===== config.mk =====
export PLATFORM = sky130hd
export DESIGN_NAME = base64_stream_codec_unit_flat
export DESIGN_NICKNAME = d
export VERILOG_FILES = /design/src/design/b64sc_pkg.sv /design/src/design/b64sc_if.sv /design/src/design/b64sc_front.sv /design/src/design/b64sc_queue.sv /design/src/design/b64sc_back.sv /design/src/design/base64_stream_codec_unit.sv /design/src/flat_wrapper.sv
export SDC_FILE = /design/constraint.sdc
export NUM_CORES = 1
export LEC_CHECK = 0
export BUFFER_PORTS_ARGS = -buffer_cell sky130_fd_sc_hd__buf_2
export CORE_UTILIZATION = 56
export DETAILED_ROUTE_END_ITERATION = 10
export GPL_ROUTABILITY_DRIVEN = 0
export MAX_ROUTING_LAYER = met4
export PLACE_DENSITY_LB_ADDON = 0.05
export SYNTH_ARGS = -nofsm -noshare
export SYNTH_HDL_FRONTEND = slang
export SYNTH_SLANG_ARGS = --single-unit

===== constraint.sdc =====
create_clock -name clk -period 2.75 [get_ports clk]
set_input_delay 0.275 -clock clk [delete_from_list [all_inputs] [get_ports clk]]
set_output_delay 0.275 -clock clk [all_outputs]
set_load 0.03 [all_outputs]

===== src/design/b64sc_pkg.sv =====
`timescale 1ns / 1ps

package b64sc_pkg;

	localparam int unsigned NUM_SLOTS = 4;

	// job queue between front and back; a power of two so the pointers wrap
	localparam int unsigned QUEUE_DEPTH = 4;
	localparam int unsigned QUEUE_AW    = $clog2(QUEUE_DEPTH);

	localparam logic [7:0] CH_PAD   = 8'h3d;  // '='
	localparam logic [7:0] CH_UP_A  = 8'h41;
	localparam logic [7:0] CH_UP_Z  = 8'h5a;
	localparam logic [7:0] CH_LO_A  = 8'h61;
	localparam logic [7:0] CH_LO_Z  = 8'h7a;
	localparam logic [7:0] CH_DIG_0 = 8'h30;
	localparam logic [7:0] CH_DIG_9 = 8'h39;
	localparam logic [7:0] CH_PLUS  = 8'h2b;
	localparam logic [7:0] CH_SLASH = 8'h2f;

	localparam logic [0:63][7:0] B64_ALPHABET =
		"ABCDEFGHIJKLMNOPQRSTUVWXYZabcdefghijklmnopqrstuvwxyz0123456789+/";

	localparam logic DIR_ENCODE = 1'b0;
	localparam logic DIR_DECODE = 1'b1;

	// One queued job: all results caused by one input word.
	typedef struct packed {
		logic [NUM_SLOTS-1:0][7:0] slots;
		logic [1:0]                last_idx;
		logic                      byte_valid;
		logic                      eom;
		logic                      bad;
	} b64sc_job_t;

	function automatic logic [7:0] enc_char(input logic [5:0] v);
		enc_char = B64_ALPHABET[v];
	endfunction

	// Bit 6 set: not in the alphabet.
	function automatic logic [6:0] dec_value(input logic [7:0] c);
		logic [7:0] d;
		d = 8'h00;
		dec_value = 7'h40;
		case (c) inside
			[CH_UP_A:CH_UP_Z]: begin
				d = c - CH_UP_A;
				dec_value = {1'b0, d[5:0]};
			end
			[CH_LO_A:CH_LO_Z]: begin
				d = c - CH_LO_A + 8'd26;
				dec_value = {1'b0, d[5:0]};
			end
			[CH_DIG_0:CH_DIG_9]: begin
				d = c - CH_DIG_0 + 8'd52;
				dec_value = {1'b0, d[5:0]};
			end
			CH_PLUS:  dec_value = 7'd62;
			CH_SLASH: dec_value = 7'd63;
			default:  dec_value = 7'h40;
		endcase
	endfunction

endpackage


===== src/design/b64sc_if.sv =====
`timescale 1ns / 1ps

interface b64sc_in_if;
	logic       valid;
	logic       ready;
	logic [7:0] data_byte;
	logic       end_of_message;
	modport source(output valid, data_byte, end_of_message, input ready);
	modport sink(input valid, data_byte, end_of_message, output ready);
endinterface

interface b64sc_out_if;
	logic       valid;
	logic       ready;
	logic [7:0] out_byte;
	logic       byte_valid;
	logic       run_last;
	logic       message_done;
	logic       bad_input;
	modport source(output valid, out_byte, byte_valid, run_last, message_done, bad_input,
		input ready);
	modport sink(input valid, out_byte, byte_valid, run_last, message_done, bad_input,
		output ready);
endinterface

interface b64sc_cfg_if;
	logic valid;
	logic ready;
	logic direction;
	modport source(output valid, direction, input ready);
	modport sink(input valid, direction, output ready);
endinterface


===== src/design/b64sc_front.sv =====
`timescale 1ns / 1ps

module b64sc_front
	import b64sc_pkg::*;
(
	input  logic       clk,
	input  logic       arst_n,
	b64sc_in_if.sink   item,
	b64sc_cfg_if.sink  cfg,
	output logic       push_valid,
	input  logic       push_ready,
	output b64sc_job_t push_job
);

	logic        dir_q;
	logic [11:0] acc_q;
	logic [3:0]  pend_q;
	logic [1:0]  chars_q;
	logic        pad_q;
	logic        err_q;

	logic [11:0] acc_d;
	logic [3:0]  pend_d;
	logic [1:0]  chars_d;
	logic        pad_d;
	logic        err_d;

	// encode path
	logic [11:0] acc_e;
	logic [3:0]  p_e;
	logic [3:0]  rem_e;
	logic [5:0]  ch0;
	logic [5:0]  ch1;
	logic [1:0]  nch;
	logic [1:0]  cm;
	logic [1:0]  pads;
	logic [2:0]  total;

	// decode path
	logic [6:0]  dv;
	logic [11:0] acc_dd;
	logic [3:0]  p_d;
	logic [7:0]  dbyte;
	logic        has_byte;

	logic        take;

	assign item.ready = push_ready;
	assign cfg.ready  = 1'b1;
	assign push_valid = item.valid;
	assign take       = item.valid && push_ready;

	always_comb begin
		acc_d    = acc_q;
		pend_d   = pend_q;
		chars_d  = chars_q;
		pad_d    = pad_q;
		err_d    = err_q;
		push_job = '0;

		acc_e = {acc_q[3:0], item.data_byte};
		p_e   = pend_q + 4'd8;
		ch1   = 6'd0;
		nch   = 2'd1;
		case (p_e)
			4'd12: begin
				ch0   = acc_e[11:6];
				ch1   = acc_e[5:0];
				nch   = 2'd2;
				rem_e = 4'd0;
			end
			4'd10: begin
				ch0   = acc_e[9:4];
				rem_e = 4'd4;
			end
			default: begin
				ch0   = acc_e[7:2];
				rem_e = 4'd2;
			end
		endcase
		if (item.end_of_message && rem_e != 4'd0) begin
			ch1 = (rem_e == 4'd4) ? {acc_e[3:0], 2'b00} : {acc_e[1:0], 4'b0000};
			nch = 2'd2;
		end
		cm    = chars_q + nch;
		pads  = item.end_of_message ? (2'd0 - cm) : 2'd0;
		total = {1'b0, nch} + {1'b0, pads};

		dv       = dec_value(item.data_byte);
		acc_dd   = {acc_q[5:0], dv[5:0]};
		p_d      = pend_q + 4'd6;
		has_byte = 1'b0;
		dbyte    = 8'h00;

		if (dir_q == DIR_ENCODE) begin
			acc_d   = acc_e;
			pend_d  = rem_e;
			chars_d = cm;
			for (int i = 0; i < NUM_SLOTS; i++) begin
				push_job.slots[i] = (i < int'(nch)) ? ((i == 0) ? enc_char(ch0) : enc_char(ch1))
					: CH_PAD;
			end
			push_job.last_idx   = 2'(total - 3'd1);
			push_job.byte_valid = 1'b1;
		end else begin
			if (!pad_q && !err_q) begin
				if (item.data_byte == CH_PAD) begin
					pad_d = 1'b1;
				end else if (dv[6]) begin
					err_d = 1'b1;
				end else begin
					acc_d = acc_dd;
					case (p_d)
						4'd8: begin
							dbyte    = acc_dd[7:0];
							has_byte = 1'b1;
							pend_d   = 4'd0;
						end
						4'd10: begin
							dbyte    = acc_dd[9:2];
							has_byte = 1'b1;
							pend_d   = 4'd2;
						end
						4'd12: begin
							dbyte    = acc_dd[11:4];
							has_byte = 1'b1;
							pend_d   = 4'd4;
						end
						default: pend_d = p_d;
					endcase
				end
			end
			push_job.slots[0]   = dbyte;
			push_job.last_idx   = 2'd0;
			push_job.byte_valid = has_byte;
			push_job.bad        = item.end_of_message && err_d;
		end
		push_job.eom = item.end_of_message;

		if (item.end_of_message) begin
			acc_d   = '0;
			pend_d  = '0;
			chars_d = '0;
			pad_d   = 1'b0;
			err_d   = 1'b0;
		end
	end

	always_ff @(posedge clk or negedge arst_n) begin
		if (!arst_n) begin
			dir_q   <= DIR_ENCODE;
			acc_q   <= '0;
			pend_q  <= '0;
			chars_q <= '0;
			pad_q   <= 1'b0;
			err_q   <= 1'b0;
		end else if (cfg.valid) begin
			dir_q   <= cfg.direction;
			acc_q   <= '0;
			pend_q  <= '0;
			chars_q <= '0;
			pad_q   <= 1'b0;
			err_q   <= 1'b0;
		end else if (take) begin
			acc_q   <= acc_d;
			pend_q  <= pend_d;
			chars_q <= chars_d;
			pad_q   <= pad_d;
			err_q   <= err_d;
		end
	end

endmodule


===== src/design/b64sc_queue.sv =====
`timescale 1ns / 1ps

module b64sc_queue
	import b64sc_pkg::*;
(
	input  logic       clk,
	input  logic       arst_n,
	input  logic       push_valid,
	output logic       push_ready,
	input  b64sc_job_t push_job,
	output logic       head_valid,
	input  logic       pop,
	output b64sc_job_t head_job
);

	b64sc_job_t          mem_q [QUEUE_DEPTH];
	logic [QUEUE_AW-1:0] wr_q;
	logic [QUEUE_AW-1:0] rd_q;
	logic [QUEUE_AW:0]   cnt_q;
	logic                do_push;
	logic                do_pop;

	assign push_ready = (cnt_q != (QUEUE_AW+1)'(QUEUE_DEPTH));
	assign head_valid = (cnt_q != '0);
	assign head_job   = mem_q[rd_q];
	assign do_push    = push_valid && push_ready;
	assign do_pop     = pop && head_valid;

	always_ff @(posedge clk) begin
		if (do_push) begin
			mem_q[wr_q] <= push_job;
		end
	end

	always_ff @(posedge clk or negedge arst_n) begin
		if (!arst_n) begin
			wr_q  <= '0;
			rd_q  <= '0;
			cnt_q <= '0;
		end else begin
			if (do_push) wr_q <= wr_q + QUEUE_AW'(1);
			if (do_pop)  rd_q <= rd_q + QUEUE_AW'(1);
			case ({do_push, do_pop})
				2'b10:   cnt_q <= cnt_q + (QUEUE_AW+1)'(1);
				2'b01:   cnt_q <= cnt_q - (QUEUE_AW+1)'(1);
				default: cnt_q <= cnt_q;
			endcase
		end
	end

endmodule


===== src/design/b64sc_back.sv =====
`timescale 1ns / 1ps

module b64sc_back
	import b64sc_pkg::*;
(
	input  logic        clk,
	input  logic        arst_n,
	input  logic        head_valid,
	input  b64sc_job_t  head_job,
	output logic        pop,
	b64sc_out_if.source result
);

	logic [1:0] idx_q;
	logic       valid_q;
	logic       load;
	logic       is_last;

	logic [7:0] byte_q;
	logic       bval_q;
	logic       last_q;
	logic       done_q;
	logic       bad_q;

	assign load    = head_valid && (!valid_q || result.ready);
	assign is_last = (idx_q == head_job.last_idx);
	assign pop     = load && is_last;

	always_ff @(posedge clk or negedge arst_n) begin
		if (!arst_n) begin
			idx_q   <= '0;
			valid_q <= 1'b0;
		end else begin
			if (load) begin
				valid_q <= 1'b1;
				idx_q   <= is_last ? 2'd0 : idx_q + 2'd1;
			end else if (result.ready) begin
				valid_q <= 1'b0;
			end
		end
	end

	always_ff @(posedge clk) begin
		if (load) begin
			byte_q <= head_job.slots[idx_q];
			bval_q <= head_job.byte_valid;
			last_q <= is_last;
			done_q <= is_last && head_job.eom;
			bad_q  <= is_last && head_job.bad;
		end
	end

	assign result.valid        = valid_q;
	assign result.out_byte     = byte_q;
	assign result.byte_valid   = bval_q;
	assign result.run_last     = last_q;
	assign result.message_done = done_q;
	assign result.bad_input    = bad_q;

endmodule


===== src/design/base64_stream_codec_unit.sv =====
`timescale 1ns / 1ps

// channel | dir | payload                                   | word
// item    | in  | data_byte[7:0], end_of_message            | one byte or character
// result  | out | out_byte[7:0], byte_valid, run_last,      | one result
//         |     | message_done, bad_input                   |
// cfg     | in  | direction (0 encode, 1 decode)            | one register write
//
// Front accepts one item word per cycle while the 4-entry job queue has room.
// Back emits one result per cycle while ready is high: decode 1 per item,
// encode 1..4 (chars plus '=' pads), 4 per 3 bytes in a long message. Items
// pass the queue, then the output register. arst_n clears direction, message
// state, queue pointers and output valid. A stalled result never blocks
// intake until the queue fills; cfg is always ready and clears message state.

module base64_stream_codec_unit
	import b64sc_pkg::*;
(
	input  logic        clk,
	input  logic        arst_n,
	b64sc_in_if.sink    item,
	b64sc_out_if.source result,
	b64sc_cfg_if.sink   cfg
);

	// front -> queue
	logic       push_valid;
	logic       push_ready;
	b64sc_job_t push_job;

	// queue -> back
	logic       head_valid;
	logic       pop;
	b64sc_job_t head_job;

	// classify the word, update bit state, build the full result list
	b64sc_front u_front (
		.clk        (clk),
		.arst_n     (arst_n),
		.item       (item),
		.cfg        (cfg),
		.push_valid (push_valid),
		.push_ready (push_ready),
		.push_job   (push_job)
	);

	// decouples intake from output stalls
	b64sc_queue u_queue (
		.clk        (clk),
		.arst_n     (arst_n),
		.push_valid (push_valid),
		.push_ready (push_ready),
		.push_job   (push_job),
		.head_valid (head_valid),
		.pop        (pop),
		.head_job   (head_job)
	);

	// walks the job's slots into the registered output
	b64sc_back u_back (
		.clk        (clk),
		.arst_n     (arst_n),
		.head_valid (head_valid),
		.head_job   (head_job),
		.pop        (pop),
		.result     (result)
	);

endmodule


===== src/flat_wrapper.sv =====
// flat-port wrapper written by rule: the top's interface ports become plain ports
module base64_stream_codec_unit_flat import b64sc_pkg::*;
  (clk, arst_n, item_valid, item_data_byte, item_end_of_message, item_ready, result_valid, result_out_byte, result_byte_valid, result_run_last, result_message_done, result_bad_input, result_ready, cfg_valid, cfg_direction, cfg_ready);
  b64sc_in_if item_i ();
  b64sc_out_if result_i ();
  b64sc_cfg_if cfg_i ();
  input  logic clk;
  input  logic arst_n;
  input wire logic [$bits(item_i.valid)-1:0] item_valid;
  input wire logic [$bits(item_i.data_byte)-1:0] item_data_byte;
  input wire logic [$bits(item_i.end_of_message)-1:0] item_end_of_message;
  output wire logic [$bits(item_i.ready)-1:0] item_ready;
  output wire logic [$bits(result_i.valid)-1:0] result_valid;
  output wire logic [$bits(result_i.out_byte)-1:0] result_out_byte;
  output wire logic [$bits(result_i.byte_valid)-1:0] result_byte_valid;
  output wire logic [$bits(result_i.run_last)-1:0] result_run_last;
  output wire logic [$bits(result_i.message_done)-1:0] result_message_done;
  output wire logic [$bits(result_i.bad_input)-1:0] result_bad_input;
  input wire logic [$bits(result_i.ready)-1:0] result_ready;
  input wire logic [$bits(cfg_i.valid)-1:0] cfg_valid;
  input wire logic [$bits(cfg_i.direction)-1:0] cfg_direction;
  output wire logic [$bits(cfg_i.ready)-1:0] cfg_ready;
  assign item_i.valid = item_valid;
  assign item_i.data_byte = item_data_byte;
  assign item_i.end_of_message = item_end_of_message;
  assign item_ready = item_i.ready;
  assign result_valid = result_i.valid;
  assign result_out_byte = result_i.out_byte;
  assign result_byte_valid = result_i.byte_valid;
  assign result_run_last = result_i.run_last;
  assign result_message_done = result_i.message_done;
  assign result_bad_input = result_i.bad_input;
  assign result_i.ready = result_ready;
  assign cfg_i.valid = cfg_valid;
  assign cfg_i.direction = cfg_direction;
  assign cfg_ready = cfg_i.ready;
  base64_stream_codec_unit u_core (.clk(clk), .arst_n(arst_n), .item(item_i), .result(result_i), .cfg(cfg_i));
endmodule

# == Word level (Yosys, flattened, before mapping) ==
# Memories as Yosys holds them, arrays and structs flattened.
# Index checks and enable logic that the tools add are counted.
# totals
regBits,37
romBits,1024
n_memories,3
inputBits,15
ram_bits,140
# mem_list
memory,words,width,rd,rd_clocked_by_memory_dff,write_ports,line,text
(name not given),64,8,1,0,0,b64sc_pkg.sv:37,enc_char = B64_ALPHABET[v];
(name not given),64,8,1,0,0,b64sc_pkg.sv:37,
u_core.u_queue.mem_q,4,35,1,0,1,b64sc_queue.sv:16,b64sc_job_t mem_q [QUEUE_DEPTH];
# op_classes
mux,72
n_lt_le_gt_ge,12
eq_ne,17
reduce_logical,29
addsub,16
bitwise,2
# ops
cell,n
8-bit two-way mux,11
6-bit two-way mux,10
7-bit two-way mux,5
4-bit two-way mux,7
8-bit by 6-bit == test with 1-bit output (second input constant),3
8-bit one-hot mux with 3 select lines,1
1-bit two-way mux,23
22-bit two-way mux,1
4-bit == test (second input constant),5
8-bit binary-select mux with 2-bit select,1
8-bit by 7-bit >= comparator with 1-bit output (second input constant),2
8-bit by 7-bit <= comparator with 1-bit output (second input constant),2
2-bit two-way mux,8
7-bit >= comparator (second input constant),2
6-bit NOT with 7-bit output,2
1-bit logical AND,12
3-bit one-hot mux with 2 select lines,2
4-bit one-hot mux with 3 select lines,1
6-bit one-hot mux with 2 select lines,1
3-bit nonzero test,4
6-bit subtractor (second input constant),2
11-bit two-way mux,1
8-bit by 6-bit >= comparator with 1-bit output (second input constant),1
8-bit by 6-bit <= comparator with 1-bit output (second input constant),1
other kinds (28),40

# == Longest topological paths before layout ==
# logic_depth
word_depth,14
depth_mapped,12
depth_no_buf,10

# == Cells and area by module ==
# Synthesis repeated with hierarchy kept, for this count alone.
# hier_totals
cells_unflattened,705
area_unflattened_um2,9507.9
# modules_own_cells
module,cells_each,area_each_um2,n_inst,seq_area_each_um2
b64sc_queue,230,5754.3,1,4619.4
b64sc_front,433,3009.1,1,350.3
b64sc_back,42,744.5,1,435.4

# == Worst setup path after synthesis ==
# No wires, ideal clock.
# synth_timing
path_kind,input port to flip-flop
from,input port item_data_byte[2]
to,register u_core.u_front.pend_q[3]
slack_ps,-312
stages,11
t_required_ps,2670
arrival_ps,2982
cell_sequence,clkbuf_1 > inv_1 > ha_1 > a21oi_1 > a211oi_2 > or4_1 > buf_2 > a2111oi_4 > o31ai_2 > or4_4 > o211ai_2
# synth_between
elab_chain_cells,8
word_cells_on_any_way,20
cone_classes,6 x order compare; 5 x eq/ne; 5 x mux; 4 x reduce/logical
# synth_lines
element,line,text
from (decl),flat_wrapper.sv:10,input wire logic [$bits(item_i.data_byte)-1:0] item_data_byte;
"parallel branches: the longest is 7 deep, another holds 8-bit by 6-bit >= comparator with 1-bit output",n/a,
4-bit AND reduction (no line) (*),n/a,
to (signal assigned),b64sc_front.sv:166,pend_q <= pend_d;
to (decl),b64sc_front.sv:17,logic [3:0] pend_q;
# Mark *: on every way between the ends.
# A chain may end at the register's enable or synchronous reset.

# == Worst setup path after layout ==
# layout_timing
from,register u_core.u_queue.rd_q[0]
to,register u_core.u_queue.cnt_q[2]
# layout_between
elab_chain_cells,6
word_cells_on_any_way,8
cone_classes,3 x eq/ne; 1 x mux; 3 x reduce/logical; 1 x memory
# layout_lines
element,line,text
from (decl),b64sc_queue.sv:18,logic [QUEUE_AW-1:0] rd_q;
from (signal assigned),b64sc_queue.sv:42,if (do_pop) rd_q <= rd_q + QUEUE_AW'(1);
memory read 4 x 35 bit (*),n/a,
2-bit == test (*),b64sc_back.sv:26,assign is_last = (idx_q == head_job.last_idx);
1-bit logical AND (*),b64sc_back.sv:27,assign pop = load && is_last;
1-bit logical AND (*),b64sc_queue.sv:27,assign do_pop = pop && head_valid;
net u_core.u_queue.do_pop,b64sc_queue.sv:21,logic do_pop;
2-bit by 1-bit == test with 1-bit output or 2-bit == test (tied branches),b64sc_queue.sv:43,"case ({do_push, do_pop})"
3-bit one-hot mux with 2 select lines or 2-bit nonzero test (tied branches),n/a,
to (signal assigned),b64sc_queue.sv:44,2'b10: cnt_q <= cnt_q + (QUEUE_AW+1)'(1);
to (signal assigned),b64sc_queue.sv:45,2'b01: cnt_q <= cnt_q - (QUEUE_AW+1)'(1);
to (signal assigned),b64sc_queue.sv:46,default: cnt_q <= cnt_q;
to (decl),b64sc_queue.sv:19,logic [QUEUE_AW:0] cnt_q;
# The timed path passes the listed nets; every way through them passes the cells marked *.

==> flow_metrics.py <==
metrics = {
    "die": {
        "dieArea_sq_um": 14400,
        "die_x_um": 120,
        "start_util_pct": 58.2,
        "die_h_um": 120,
        "num_rows": 42,
        "io_pins": 30,
        "core_area_sq_um": 13400,
    },
    "min_path": {
        "hold_path.class": "input port to flop",
        "hp-start": "cfg_direction",
        "hold_path_end": "u_core.u_front.dir_q",
        "worst_hold_path.num_cells": 3,
    },
    "grt": {
        "overflow": 0,
        "grt_max_degree": 38,
        "antenna_found_initial": 0,
        "grt_pass1_vias": 5322,
        "grt_usage_pct": 26.3,
        "grt_pass1_wl_um": 27700,
    },
    "detailed_routing": {
        "routed-via-count": 5428,
        "wirelength_um": 17400,
        "drcViolationCount": 0,
        "vias_per_cell": 6.13,
        "avgRoutedWirePerCell_um": 19.6,
        "antenna_left": 0,
        "drt-pass1-iter-count": 5,
        "first_iter_violations": 366,
    },
    "critical_path": {
        "worstPathArrival_ns": 2.93,
        "cp_slowest_cell": "mux4_2",
        "cp_top_family": "adder cells",
        "critical_path_class": "flop to flop",
        "startpoint_type": "flop",
        "crit_required_ns": 3.09,
        "critPathMaxFanout": 4,
        "path_cells": "mux4_2, xnor2_2, and3_4, ha_1, inv_1, fa_1, xor2_1, nor2_1, xor2_1",
        "critPathMaxStageDelay_ns": 0.55,
        "end_kind": "flop",
        "reg2reg_depth": 9,
        "crit_top_cell": "xor2_1",
        "cp_num_buf_inv": 1,
        "timing.rr.end": "u_core.u_queue.cnt_q[2]",
        "r2r_setup_slack_ns": 0.16,
        "regToRegStartpoint": "u_core.u_queue.rd_q[0]",
    },
    "clock_tree": {
        "clock_path_buffers": 2,
        "h-tree-depth": 4,
        "clk_pin_slew_ns": 0.06,
        "cts_setup_buffers": 0,
        "numCtsBuffers": 17,
        "cts.sinks": 148,
        "cts_tree": "done",
        "clockRootBuffer": "clkbuf_16",
        "clk_latency_ns": 0.42,
    },
    "run_status": {
        "status": "finished clean",
    },
    "final_layout": {
        "final_area_sq_um": 9130,
        "ff_latch_area_sq_um": 4330,
        "fillCellCount": 992,
        "multi_input_area_sq_um": 3290,
        "diodes": 0,
        "drive_gt1_share_pct": 24.6,
        "num-nets-final": 741,
        "area_delta_synth_final_pct": 17.1,
    },
    "placed_design": {
        "dpl_worst_slack_ns": -0.0982,
        "dpl.hpwl_um": 11700,
        "place_area_sq_um": 8530,
        "port_buffers": 28,
    },
    "timing": {
        "slew_headroom_pct": 58.6,
        "final-max-slew-violation-count": 0,
        "hold_violations": 0,
        "holdWs_ns": 0.0706,
        "fin_tns_setup_ns": 0,
        "period_needed_ns": 2.59,
        "fmax_mhz": 387,
        "fin_crit_sh_pct": 94.1,
        "rsz0062_at_grt": "true",
        "finalSetupViolCount": 0,
        "skew_ns": 0.00821,
        "setup_slack_ns": 0.163,
        "worst_pin_slew_ns": 0.621,
    },
    "synth": {
        "ys_seq_elements": 148,
        "avgSynthCellArea_sq_um": 12.6,
        "ys.flop_type": "edfxtp_1",
        "yosysTopAreaCellShare_pct": 47.7,
        "netlist_area_sq_um": 7800,
        "seq_area_frac_synth_pct": 55.4,
        "synth_cell_types": 70,
        "synthArstFlopShare_pct": 16.2,
        "yosys.area.top_type": "edfxtp_1",
        "ys_warn_count": 0,
        "synth_edf_count": 124,
        "synth_area_leaders": "edfxtp_1 48%, mux4_2 7.8%, dfrtp_1 7.7%, ha_1 4.2%, mux2i_1 2.4%",
        "synth_cells": 617,
    },
    "power_and_ir_drop": {
        "power_leakage_nw": 3.44,
        "vdd_drop_max_mv": 0.414,
        "p_per_area_nw_per_um2": 968,
    },
    "job": {
        "maxCapViolations": 0,
    },
}
## through the flow
| step | utilization (%) | power (mW) | std cells |
|---|---|---|---|
| 6_report | 68.1 | 8.84 | 886 |
| 5_1_grt | 68.1 | 9.29 | 886 |
| 4_1_cts | 67.7 | 8.82 | 886 |
| 3_5_place_dp | 63.6 | 6.69 | 855 |
| 3_3_place_gp | 63.6 | 6.60 | 855 |
| 2_1_floorplan | - | 5.67 | 624 |
## how the worst max path moves through the flow
stage,endpoint,cells after the start,start,slack [ns]
2_1_floorplan,u_core.u_front.pend_q[3],11,item_data_byte[1],-0.04
5_1_grt,u_core.u_queue.mem_q[1][8],9,u_core.u_front.pend_q[1],-0.06
3_5_place_dp,u_core.u_queue.mem_q[1][7],11,item_data_byte[2],-0.1
6_report,u_core.u_queue.cnt_q[2],9,u_core.u_queue.rd_q[0],0.16
4_1_cts,u_core.u_queue.cnt_q[2],9,u_core.u_queue.rd_q[0],0.05
3_3_place_gp,u_core.u_front.pend_q[3],10,item_data_byte[0],-0.004
## cell usage in the layout, fill, tap and decap left out, types with 4 or more instances in the layout
cell type	n
buf_4	64
a31oi_1	5
nand3_1	9
xnor2_1	14
a21o_1	4
o211a_1	4
conb_1	9
a221oi_1	4
a21oi_1	26
and3_1	9
nor3b_1	4
mux2i_1	19
nand2b_1	7
buf_2	28
mux4_2	27
o21ai_0	26
ha_1	25
clkinv_1	4
o211ai_1	6
nor2b_1	8
nand2_1	45
o22ai_1	9
dfrtp_1	23
mux2_2	4
a211oi_1	8
clkbuf_16	17
nor2_1	37
nor3_1	13
o22a_1	9
clkinvlp_4	4
edfxtp_1	124
o31ai_1	4
xor2_1	4
inv_1	31
## kinds of logic after synthesis
logic type,share of synthesized area [%]
AOI/OAI and AO/OA,14.0
xor gates and xnor gates,2.13
adders and majority gates,4.43
buffers and inverters,3.79
DFF,55.4
muxes,10.8
other,0.0963
and+or+nand+nor,9.29
## power by group
part           total [mW]  switching, mW  leakage [nW]  internal, mW
Clock                2.12          0.886         0.251          1.23
Sequential           3.34          0.184          1.46          3.16
Combinational        3.38           1.96          1.73          1.42
Total                8.84           3.03          3.44          5.81
## routing by layer
| metal | global-route usage (%) | vias up | wire length (um) |
|---|---|---|---|
| li1 | - | 2528 | - |
| met1 | 33.7 | 2661 | 7520 |
| met2 | 41.6 | 204 | 8550 |
| met3 | 5.23 | 35 | 918 |
| met4 | 10.2 | 0 | 359 |
| met5 | - | - | 0 |
## registers in the layout, indices dropped and copies added, names as in the netlist, 2 cells and up
name / cells
u_core.u_queue.cnt_q: 3
u_core.u_back.result.out_byte: 8
u_core.u_queue.rd_q: 2
u_core.u_front.acc_q: 6
u_core.u_front.pend_q: 3
u_core.u_back.idx_q: 2
u_core.u_queue.mem_q: 112
u_core.u_queue.wr_q: 2
u_core.u_front.chars_q: 2
## synthesized netlist by cell type (all sizes together), types with 3 or more instances
library cell,n
nor2,37
xnor2,15
dfrtp,24
or4,3
nor3,13
o211a,4
a21oi,29
and3,10
o22ai,11
a2bb2oi,3
inv,32
o2111ai,3
clkbuf,19
mux4,27
o211ai,7
a211o,3
a31oi,5
o31ai,5
a221oi,4
edfxtp,124
or2,3
a22oi,3
a2111oi,3
nor3b,4
nand3,9
mux2i,19
o21ai,26
nor2b,8
buf,18
nand2b,7
a21o,4
o31a,3
nand2,45
mux2,4
o22a,9
ha,26
xor2,4
a211oi,10
a32o,3
## worst reg2reg max path, cell delays in order, from the launching register on
cell     delay [ns]
dfrtp_2        0.41
mux4_2         0.55
xnor2_2        0.21
and3_4         0.24
ha_1           0.18
inv_1          0.07
fa_1           0.43
xor2_1         0.15
nor2_1         0.11
xor2_1         0.16
## final cells by class
class,count,share of cell area [%]
clock buffer,18,4.70
clock inverter,12,1.21
inverter,34,1.40
multi-input combinational,405,36.0
sequential,148,47.4
tap,176,2.41
timing repair buffer,93,6.91
## repair_timing
action                                 CTS  global route
endpoints found under the hold margin   24             0
setup endpoints to repair                0            21
hold buffers                             1             0
resized for setup                        0             9
Note: power is estimated with default switching activity, not from simulation.
